==> src/lru_page_replacement_unit_macros.svh <==
// ----------------------------------------------------------------------------
// LRU page replacement unit - assertion macros
// Shared concurrent assertion forms used by the RTL of the replacement unit.
// ----------------------------------------------------------------------------
`ifndef LRU_PAGE_REPLACEMENT_UNIT_MACROS_SVH
`define LRU_PAGE_REPLACEMENT_UNIT_MACROS_SVH

// Same-cycle implication, disabled during reset
`define LRUPR_ASSERT_IMPLY(label, clk, rst, ante, cons, msg) \
   label: assert property (@(posedge clk) disable iff (rst) (ante) |-> (cons)) \
      else $error(msg);

// Next-cycle implication, disabled during reset
`define LRUPR_ASSERT_NEXT(label, clk, rst, ante, cons, msg) \
   label: assert property (@(posedge clk) disable iff (rst) (ante) |=> (cons)) \
      else $error(msg);

`endif

==> src/lrupr_pkg.sv <==
// ----------------------------------------------------------------------------
// lrupr_pkg
// Types, constants and codes shared by the LRU page replacement unit.
// ----------------------------------------------------------------------------
package lrupr_pkg;

   // Default sizing
   localparam int SLOTS_DEF     = 16;
   localparam int PAGE_BITS_DEF = 16;
   localparam int AGE_BITS_DEF  = 16;

   // Fixed field widths of the item ports
   localparam int PAGE_FIELD_W  = 16;
   localparam int SLOT_INDEX_W  = 4;
   localparam int FAULT_W       = 32;
   localparam int ACTIVE_W      = 5;

   // Register file
   localparam int CSR_ADDR_W    = 3;
   localparam int CSR_DATA_W    = 32;
   localparam logic REG_ACTIVE_SLOTS = 1'b0;
   localparam logic [ACTIVE_W-1:0] ACTIVE_SLOTS_RST = 5'd16;

   // Action codes
   localparam logic ACTION_ACCESS = 1'b0;
   localparam logic ACTION_CLEAR  = 1'b1;

   typedef struct packed {
      logic                    action;
      logic [PAGE_FIELD_W-1:0] page_number;
   } req_item_type;

   typedef struct packed {
      logic                    hit;
      logic [SLOT_INDEX_W-1:0] slot_index;
      logic                    evicted;
      logic [PAGE_FIELD_W-1:0] evicted_page;
      logic [FAULT_W-1:0]      fault_count;
   } rsp_item_type;

   // Flags travelling down the search chain
   typedef struct packed {
      logic hit_found;
      logic empty_found;
      logic best_set;
   } scan_flags_type;

   // Update command broadcast to every cell
   typedef struct packed {
      logic fire;
      logic clear;
      logic write;
   } upd_cmd_type;

   typedef enum logic [1:0] {
      ST_IDLE,
      ST_SCAN,
      ST_UPDATE
   } ctl_state_type;

endpackage

==> src/lru_page_replacement_unit.sv <==
// Items are taken only in the idle state, so a new item waits until the last one
// is through its update. The search walks the row of slot cells one cell per
// cycle through registered hand-offs, then the update state writes the result
// once the output is free. A held result does not block the next item until that item's update cycle.
// Reset (synchronous): all slots empty, ages and fault count zero,
// active_slots = 16. No clearing pass is needed.
// ----------------------------------------------------------------------------
// lru_page_replacement_unit
// Fully associative resident set with per-slot age counters, LRU replacement
// and a saturating count of evicting faults.
// ----------------------------------------------------------------------------
`include "lru_page_replacement_unit_macros.svh"

module lru_page_replacement_unit #(
   parameter int SLOTS     = lrupr_pkg::SLOTS_DEF,
   parameter int PAGE_BITS = lrupr_pkg::PAGE_BITS_DEF,
   parameter int AGE_BITS  = lrupr_pkg::AGE_BITS_DEF
) (
   input  logic                                 clock,
   input  logic                                 reset,
   // request items
   input  logic                                 req_valid,
   output logic                                 req_stall,
   input  lrupr_pkg::req_item_type              req_item,
   // result items
   output logic                                 rsp_valid,
   input  logic                                 rsp_stall,
   output lrupr_pkg::rsp_item_type              rsp_item,
   // register port
   input  logic                                 csr_psel,
   input  logic                                 csr_penable,
   input  logic                                 csr_pwrite,
   input  logic [lrupr_pkg::CSR_ADDR_W-1:0]     csr_paddr,
   input  logic [lrupr_pkg::CSR_DATA_W-1:0]     csr_pwdata,
   output logic [lrupr_pkg::CSR_DATA_W-1:0]     csr_prdata,
   output logic                                 csr_pready
);
   import lrupr_pkg::*;

   localparam int IDX_W  = (SLOTS > 1) ? $clog2(SLOTS) : 1;
   localparam int NCNT_W = $clog2(SLOTS + 1);

   // ---------------- register port ----------------
   logic [ACTIVE_W-1:0] active_slots_ff, active_slots_in;
   logic                csr_wr;

   assign csr_pready = 1'b1;
   assign csr_wr     = csr_psel && csr_penable && csr_pwrite && csr_pready;

   always_comb begin
      active_slots_in = active_slots_ff;
      if (csr_wr && csr_paddr[2] == REG_ACTIVE_SLOTS) begin
         active_slots_in = csr_pwdata[ACTIVE_W-1:0];
      end
   end

   assign csr_prdata = (csr_paddr[2] == REG_ACTIVE_SLOTS) ?
                       CSR_DATA_W'(active_slots_ff) : '0;

   // Effective set size, clamped to 1..SLOTS
   logic [NCNT_W-1:0] used_slots;
   always_comb begin
      if (active_slots_ff == '0) begin
         used_slots = NCNT_W'(1);
      end else if (32'(active_slots_ff) > SLOTS) begin
         used_slots = NCNT_W'(SLOTS);
      end else begin
         used_slots = NCNT_W'(active_slots_ff);
      end
   end

   // ---------------- control ----------------
   ctl_state_type        state_ff, state_in;
   logic [IDX_W-1:0]     scan_cnt_ff, scan_cnt_in;
   logic [PAGE_BITS-1:0] probe_page_ff, probe_page_in;
   logic                 probe_clear_ff, probe_clear_in;
   logic                 req_accept;
   logic                 out_free;
   logic                 upd_fire;

   assign req_accept = req_valid && !req_stall;
   assign out_free   = !rsp_valid || !rsp_stall;

   // Next state
   always_comb begin
      state_in = state_ff;
      unique case (state_ff)
         ST_IDLE: begin
            if (req_accept) state_in = ST_SCAN;
         end
         ST_SCAN: begin
            if (scan_cnt_ff == IDX_W'(SLOTS - 1)) state_in = ST_UPDATE;
         end
         ST_UPDATE: begin
            if (out_free) state_in = ST_IDLE;
         end
         default: state_in = ST_IDLE;
      endcase
   end

   // State outputs
   always_comb begin
      req_stall = 1'b1;
      upd_fire  = 1'b0;
      unique case (state_ff)
         ST_IDLE:   req_stall = 1'b0;
         ST_SCAN:   req_stall = 1'b1;
         ST_UPDATE: upd_fire  = out_free;
         default:   req_stall = 1'b1;
      endcase
   end

   // Scan counter and probe capture
   always_comb begin
      scan_cnt_in    = scan_cnt_ff;
      probe_page_in  = probe_page_ff;
      probe_clear_in = probe_clear_ff;
      if (req_accept) begin
         scan_cnt_in    = '0;
         probe_page_in  = PAGE_BITS'(req_item.page_number);
         probe_clear_in = (req_item.action == ACTION_CLEAR);
      end else if (state_ff == ST_SCAN) begin
         scan_cnt_in = scan_cnt_ff + IDX_W'(1);
      end
   end

   // ---------------- cell row ----------------
   scan_flags_type       scan_flags [SLOTS+1];
   logic [IDX_W-1:0]     hit_idx    [SLOTS+1];
   logic [IDX_W-1:0]     sel_idx    [SLOTS+1];
   logic [AGE_BITS-1:0]  best_age   [SLOTS+1];
   logic [PAGE_BITS-1:0] best_page  [SLOTS+1];
   logic [SLOTS-1:0]     cell_active;
   upd_cmd_type          upd_cmd;
   logic [IDX_W-1:0]     keep_idx;

   assign scan_flags[0] = '0;
   assign hit_idx[0]    = '0;
   assign sel_idx[0]    = '0;
   assign best_age[0]   = '0;
   assign best_page[0]  = '0;

   for (genvar k = 0; k < SLOTS; k++) begin : g_cell
      assign cell_active[k] = (32'(used_slots) > k);

      lrupr_cell #(
         .PAGE_BITS (PAGE_BITS),
         .AGE_BITS  (AGE_BITS),
         .IDX_W     (IDX_W),
         .CELL_IDX  (k)
      ) u_cell (
         .clock        (clock),
         .reset        (reset),
         .cell_active  (cell_active[k]),
         .probe_page   (probe_page_ff),
         .scan_flags_i (scan_flags[k]),
         .hit_idx_i    (hit_idx[k]),
         .sel_idx_i    (sel_idx[k]),
         .best_age_i   (best_age[k]),
         .best_page_i  (best_page[k]),
         .scan_flags_o (scan_flags[k+1]),
         .hit_idx_o    (hit_idx[k+1]),
         .sel_idx_o    (sel_idx[k+1]),
         .best_age_o   (best_age[k+1]),
         .best_page_o  (best_page[k+1]),
         .upd_cmd      (upd_cmd),
         .keep_idx     (keep_idx)
      );
   end

   // ---------------- decision ----------------
   scan_flags_type final_flags;
   logic           is_hit;
   logic           is_evict;

   assign final_flags = scan_flags[SLOTS];
   assign is_hit      = final_flags.hit_found;
   assign is_evict    = !final_flags.hit_found && !final_flags.empty_found;
   assign keep_idx    = is_hit ? hit_idx[SLOTS] : sel_idx[SLOTS];

   assign upd_cmd = '{fire: upd_fire, clear: probe_clear_ff, write: !is_hit};

   // Fault count and result register
   logic [FAULT_W-1:0] fault_ff, fault_in;
   rsp_item_type       rsp_ff, rsp_in;
   logic               rsp_valid_ff, rsp_valid_in;

   always_comb begin
      fault_in = fault_ff;
      if (upd_fire) begin
         if (probe_clear_ff) begin
            fault_in = '0;
         end else if (is_evict && fault_ff != '1) begin
            fault_in = fault_ff + FAULT_W'(1);
         end
      end
   end

   always_comb begin
      rsp_in = rsp_ff;
      if (upd_fire) begin
         if (probe_clear_ff) begin
            rsp_in = '0;
         end else begin
            rsp_in.hit          = is_hit;
            rsp_in.slot_index   = SLOT_INDEX_W'(keep_idx);
            rsp_in.evicted      = is_evict;
            rsp_in.evicted_page = is_evict ? PAGE_FIELD_W'(best_page[SLOTS]) : '0;
            rsp_in.fault_count  = fault_in;
         end
      end
   end

   always_comb begin
      rsp_valid_in = rsp_valid_ff;
      if (upd_fire) begin
         rsp_valid_in = 1'b1;
      end else if (rsp_valid_ff && !rsp_stall) begin
         rsp_valid_in = 1'b0;
      end
   end

   assign rsp_valid = rsp_valid_ff;
   assign rsp_item  = rsp_ff;

   // ---------------- registers ----------------
   always_ff @(posedge clock) begin
      if (reset) begin
         state_ff        <= ST_IDLE;
         active_slots_ff <= ACTIVE_SLOTS_RST;
         fault_ff        <= '0;
         rsp_valid_ff    <= 1'b0;
         scan_cnt_ff     <= '0;
      end else begin
         state_ff        <= state_in;
         active_slots_ff <= active_slots_in;
         fault_ff        <= fault_in;
         rsp_valid_ff    <= rsp_valid_in;
         scan_cnt_ff     <= scan_cnt_in;
      end
   end

   always_ff @(posedge clock) begin
      probe_page_ff  <= probe_page_in;
      probe_clear_ff <= probe_clear_in;
      rsp_ff         <= rsp_in;
   end

   // ---------------- assertions ----------------
   `LRUPR_ASSERT_IMPLY(a_no_overwrite, clock, reset, rsp_valid_ff && rsp_stall, !upd_fire, "held result overwritten")
   `LRUPR_ASSERT_NEXT(a_accept_scans, clock, reset, req_accept, state_ff == ST_SCAN, "accepted item did not start a scan")
   `LRUPR_ASSERT_IMPLY(a_evict_counts, clock, reset, rsp_valid_ff && rsp_ff.evicted, rsp_ff.fault_count != '0, "eviction with zero fault count")
   `LRUPR_ASSERT_IMPLY(a_hit_no_evict, clock, reset, rsp_valid_ff, !(rsp_ff.hit && rsp_ff.evicted), "hit and eviction together")

endmodule

==> src/lrupr_cell.sv <==
// ----------------------------------------------------------------------------
// lrupr_cell
// One resident-set slot: holds page, valid and age, takes one step of the
// registered search chain and applies the broadcast update.
// ----------------------------------------------------------------------------
module lrupr_cell #(
   parameter int PAGE_BITS = lrupr_pkg::PAGE_BITS_DEF,
   parameter int AGE_BITS  = lrupr_pkg::AGE_BITS_DEF,
   parameter int IDX_W     = 4,
   parameter int CELL_IDX  = 0
) (
   input  logic                       clock,
   input  logic                       reset,
   input  logic                       cell_active,
   input  logic [PAGE_BITS-1:0]       probe_page,
   // search chain, from the previous cell
   input  lrupr_pkg::scan_flags_type  scan_flags_i,
   input  logic [IDX_W-1:0]           hit_idx_i,
   input  logic [IDX_W-1:0]           sel_idx_i,
   input  logic [AGE_BITS-1:0]        best_age_i,
   input  logic [PAGE_BITS-1:0]       best_page_i,
   // search chain, to the next cell
   output lrupr_pkg::scan_flags_type  scan_flags_o,
   output logic [IDX_W-1:0]           hit_idx_o,
   output logic [IDX_W-1:0]           sel_idx_o,
   output logic [AGE_BITS-1:0]        best_age_o,
   output logic [PAGE_BITS-1:0]       best_page_o,
   // update broadcast
   input  lrupr_pkg::upd_cmd_type     upd_cmd,
   input  logic [IDX_W-1:0]           keep_idx
);
   import lrupr_pkg::*;

   localparam logic [IDX_W-1:0] MY_IDX = IDX_W'(CELL_IDX);

   logic [PAGE_BITS-1:0] page_ff, page_in;
   logic                 valid_ff, valid_in;
   logic [AGE_BITS-1:0]  age_ff, age_in;

   scan_flags_type       flags_ff, flags_in;
   logic [IDX_W-1:0]     hit_idx_ff, hit_idx_in;
   logic [IDX_W-1:0]     sel_idx_ff, sel_idx_in;
   logic [AGE_BITS-1:0]  best_age_ff, best_age_in;
   logic [PAGE_BITS-1:0] best_page_ff, best_page_in;

   // Search step: first valid match, else first empty, else oldest (low index wins ties)
   always_comb begin
      flags_in     = scan_flags_i;
      hit_idx_in   = hit_idx_i;
      sel_idx_in   = sel_idx_i;
      best_age_in  = best_age_i;
      best_page_in = best_page_i;
      if (cell_active) begin
         if (!scan_flags_i.hit_found && valid_ff && page_ff == probe_page) begin
            flags_in.hit_found = 1'b1;
            hit_idx_in         = MY_IDX;
         end
         if (!scan_flags_i.empty_found) begin
            if (!valid_ff) begin
               flags_in.empty_found = 1'b1;
               sel_idx_in           = MY_IDX;
            end else if (!scan_flags_i.best_set || age_ff > best_age_i) begin
               flags_in.best_set = 1'b1;
               sel_idx_in        = MY_IDX;
               best_age_in       = age_ff;
               best_page_in      = page_ff;
            end
         end
      end
   end

   // Slot update: clear all, or reset kept age, fill on miss, age the rest
   always_comb begin
      page_in  = page_ff;
      valid_in = valid_ff;
      age_in   = age_ff;
      if (upd_cmd.fire) begin
         if (upd_cmd.clear) begin
            valid_in = 1'b0;
            age_in   = '0;
         end else if (cell_active) begin
            if (keep_idx == MY_IDX) begin
               age_in = '0;
               if (upd_cmd.write) begin
                  page_in  = probe_page;
                  valid_in = 1'b1;
               end
            end else if (valid_ff && age_ff != '1) begin
               age_in = age_ff + AGE_BITS'(1);
            end
         end
      end
   end

   always_ff @(posedge clock) begin
      if (reset) begin
         valid_ff <= 1'b0;
         age_ff   <= '0;
         flags_ff <= '0;
      end else begin
         valid_ff <= valid_in;
         age_ff   <= age_in;
         flags_ff <= flags_in;
      end
   end

   always_ff @(posedge clock) begin
      page_ff      <= page_in;
      hit_idx_ff   <= hit_idx_in;
      sel_idx_ff   <= sel_idx_in;
      best_age_ff  <= best_age_in;
      best_page_ff <= best_page_in;
   end

   assign scan_flags_o = flags_ff;
   assign hit_idx_o    = hit_idx_ff;
   assign sel_idx_o    = sel_idx_ff;
   assign best_age_o   = best_age_ff;
   assign best_page_o  = best_page_ff;

endmodule
==> config.mk <==
export PLATFORM = sky130hd
export DESIGN_NAME = lru_page_replacement_unit
export DESIGN_NICKNAME = d
export VERILOG_FILES = /design/src/lrupr_pkg.sv /design/src/lru_page_replacement_unit.sv /design/src/lrupr_cell.sv
export VERILOG_INCLUDE_DIRS = /design/src /design/src/src
export SDC_FILE = /design/constraint.sdc
export NUM_CORES = 2
export LEC_CHECK = 0
export ABC_AREA = 1
export BUFFER_PORTS_ARGS = -buffer_cell sky130_fd_sc_hd__buf_4
export CAP_MARGIN = 10
export CELL_PAD_IN_SITES_DETAIL_PLACEMENT = 1
export CELL_PAD_IN_SITES_GLOBAL_PLACEMENT = 1
export CORE_UTILIZATION = 43
export DETAILED_ROUTE_END_ITERATION = 8
export PLACE_DENSITY = 0.81
export SYNTH_ARGS = -nofsm -noshare
export SYNTH_HDL_FRONTEND = slang
export SYNTH_SLANG_ARGS = --single-unit
==> constraint.sdc <==
create_clock -name clock -period 3.3 [get_ports clock]
set_input_delay 0.33 -clock clock [delete_from_list [all_inputs] [get_ports clock]]
set_output_delay 0.33 -clock clock [all_outputs]
set_load 0.05 [all_outputs]
==> impl_metrics.yaml <==
drt:
  ant_nets: 0
  totalWireLength_um: 202000
  drc_errors: 0
  wl_per_cell_um: 20.1
  firstDrtPassIters: 5
  drt-initial-drc-count: 3482
  vias_per_cell: 5.41
  num_vias: 54300
clocking:
  path_clk_slew_ps: 60
  cts_hold_buf: 25
  ctsRootBufferMaster: "clkbuf_16"
  cts_resized: 0
  numCtsBuffers: 142
  clk_path_buf_depth: 3
  clk_latency_ps: 770
  h-tree-depth: 4
  cts_tree: "done"
  cts_sinks: 1284
  cts_setup_buffers: 0
layout:
  drive_gt1_frac: 0.0805
  final.fill_count: 17200
  finalInstanceArea_mm2: 0.0690
  area_delta_synth_final_pct: 13.5
  num_antenna_cells: 0
  nNetsFinal: 8365
  final_util: 0.494
sta:
  grt_setup_unrepaired: "no"
  drv_slew: 0
  hold_viol: 0
  tns_ps: 0
  clock_skew_ps: 23.9
  max_freq_mhz: 333
  tightest_slew_ps: 1150
  finalCritPeriodShare: 0.911
  setup_viol: 0
  maxSlewHeadroom: 0.227
  finalWorstSetupSlack_ps: 295
  min_period_ps: 3010
pwr:
  p_sw_w: 0.00875
  p_clk_frac: 0.464
  pwr-share-seq: 0.469
  comb_power_share: 0.067
  ir_drop_mv: 0.369
  p_sw_frac: 0.243
  p_int_w: 0.0273
  power.density_mw_per_mm2: 522
  p_leak_nw: 28.7
worst_setup_path:
  cp_num_buf_inv: 1
  start_kind: "flop"
  critical_path.top_delay_family: "simple AND/OR/NAND/NOR gates"
  critPathMaxStageDelay_ps: 900
  crit_fanout: 21
  cp_cell_sequence: "nand3_2, buf_12, nor3_1, nand2_2, nor2_1, nand3b_1, nand3_1, nor2_1"
  worstSetupEndpointType: "flop"
  cpMaxStageDelayCell: "nor3_1"
  worstSetupPathDepth: 8
  cpMostUsedCell: "nor2_1"
  crit_required_ps: 3810
  reg2reg_depth: 8
  arrival_ps: 3510
  criticalPathCategory: "reg2reg"
logic_synthesis:
  yosysSeqAreaShare: 0.476
  synth_flop_cell: "dfxtp_1"
  ys_types: 56
  synth.area.top_cells: "dfxtp_1 31%, edfxtp_1 16%, nand2_1 15%, nand3_1 6.6%, ha_1 5.3%"
  synth_enable_flop_cells: 327
  synth_xor_area_frac: 0.0226
  synth_fa_ha_area_frac: 0.0531
  synthMuxAreaShare: 0
  yosys.area.top_type_share: 0.315
  yosys.area_share.simple: 0.305
  syn_inst: 7913
  synth-compound-area-share: 0.0691
  synth_top_family_by_area: "simple AND/OR/NAND/NOR gates"
  yosys_warnings: 0
  async_flop_share: 0
  synth_top_cell_by_area: "dfxtp_1"
  synthesis.area_mm2: 0.0608
  synth_common_cells: "2,388 x nand2_1, 957 x dfxtp_1, 807 x nand3_1, 770 x inv_1, 657 x nor2_1"
  avgSynthCellArea_um2: 7.69
  synth.most_common_cell: "nand2_1"
  synth-seq-cells: 1284
die:
  fp.dieW_um: 378
  start_util: 0.435
  dieArea_mm2: 0.143
  coreArea_mm2: 0.140
  num_rows: 137
  ioPinCount: 148
  die_y_um: 378
placement:
  port_buffers: 90
  place_ws_ps: 23.0
  gp_congestion: 0.905
  placed_area_mm2: 0.0639
  hpwl_um: 144000
global_routing:
  grtUsageTotal: 0.281
  grt_max_degree: 95
  grt_pass1_wl_um: 316000
  grt_pass1_vias: 56500
  grt_overflow_total: 0
  antenna_found_initial: 3
flow_run:
  drv_cap: 0
min_path:
  holdPathStages: 4
  hold_class: "in2reg"
run_status:
  status: "finished clean"
## power by group through the flow
stage	clock [W]	sequential (W)	combinational, W
6_report	0.0167	0.0169	0.00243
5_1_grt	0.0176	0.0169	0.00260
4_1_cts	0.0169	0.0169	0.00241
3_5_place_dp	0	0.0172	0.00235
3_3_place_gp	0	0.0172	0.00229
2_1_floorplan	0	0.0172	0.00137
## metal layers
| layer | vias up | routed length, um | part of all wire | GRT usage |
|---|---|---|---|---|
| met5 | - | 0 | 0 | 0 |
| met4 | 0 | 7910 | 0.039 | 0.114 |
| met3 | 454 | 9740 | 0.048 | 0.0366 |
| met2 | 1293 | 98700 | 0.49 | 0.488 |
| met1 | 26700 | 85600 | 0.42 | 0.351 |
| li1 | 25900 | - | - | - |
## sequential cells by signal (all words and copies together), names as in the netlist
register	cells
g_cell.u_cell.scan_flags_o	47
active_slots_ff	5
g_cell.u_cell.best_page_o	256
g_cell.u_cell.best_age_o	240
probe_page_ff	16
rsp_valid	1
scan_cnt_ff	4
g_cell.u_cell.hit_idx_o	49
probe_clear_ff	1
fault_ff	32
g_cell.u_cell.valid_ff	16
g_cell.u_cell.sel_idx_o	49
g_cell.u_cell.page_ff	256
rsp_item	54
g_cell.u_cell.age_ff	256
state_ff	2
## worst reg2reg max path, delay by kind of cell (launching register included)
kind / cells / cell delay (ps)
DFF: 1 / 410
buffers and inverters: 1 / 250
and+or+nand+nor: 7 / 2100
## path summary, 6_finish.rpt
kind                                           from                                      to  slack (ps)
min                                        csr_psel         active_slots_ff[1]$_SDFFE_PP0P_         160
max reg2reg                state_ff[1]$_SDFFE_PP0P_               rsp_item[7]$_SDFFCE_PP0P_         290
max                        state_ff[1]$_SDFFE_PP0P_               rsp_item[7]$_SDFFCE_PP0P_         290
min reg2reg  g_cell[14].u_cell.hit_idx_o[0]$_DFF_P_  g_cell[15].u_cell.hit_idx_o[0]$_DFF_P_         410
## final cells by class
type | instances | area (um2) | area share
Clock buffer | 201 | 4170 | 0.0603
Clock inverter | 60 | 752 | 0.0109
Inverter | 804 | 3030 | 0.0438
Multi-Input combinational cell | 5544 | 27600 | 0.400
Sequential cell | 1284 | 29000 | 0.420
Tap cell | 1876 | 2350 | 0.0340
Timing Repair Buffer | 272 | 2170 | 0.0315
## cells by family after synthesis
family                     after synthesis
and+or+nand+nor                       4347
adders and majority gates              258
AOI/OAI and AO/OA                      754
DFF                                   1284
xor gates and xnor gates               157
other                                    2
buffers and inverters                 1111
## cells in the final DEF, fill, tap and decap left out, types with 11 or more instances in the layout
cell type,netlist,routed
a21boi_0,20,20
a21oi_1,424,424
buf_4,43,241
bufinv_16,0,15
clkbuf_1,171,29
clkbuf_16,0,150
clkbuf_8,0,23
clkinv_2,0,20
conb_1,2,28
dfxtp_1,957,957
dlygate4sd3_1,0,25
edfxtp_1,327,327
ha_1,258,258
inv_1,770,768
inv_2,25,26
nand2_1,2388,2387
nand2_2,22,23
nand3_1,807,807
nand3b_1,14,14
nand4_1,121,121
nor2_1,657,656
nor2_2,10,11
nor2_4,11,11
nor3_1,193,184
nor3_2,8,11
nor3b_1,14,14
nor4_1,26,25
o21a_1,33,33
o21ai_0,152,152
o21ai_1,20,20
o21bai_1,36,36
o22ai_1,24,24
or2_2,48,48
xnor2_1,75,75
xor2_1,82,82
## stage by stage
stage | total power (W) | hold WS [ps] | instances
floorplan | 0.0186 | 387 | 7939
global placement | 0.0195 | 391 | 9755
detailed placement | 0.0196 | 402 | 9755
CTS | 0.0362 | 90.4 | 10000
global route | 0.0371 | 123 | 10000
finish | 0.0360 | 163 | 10000
(Power assumes the default switching activity.)
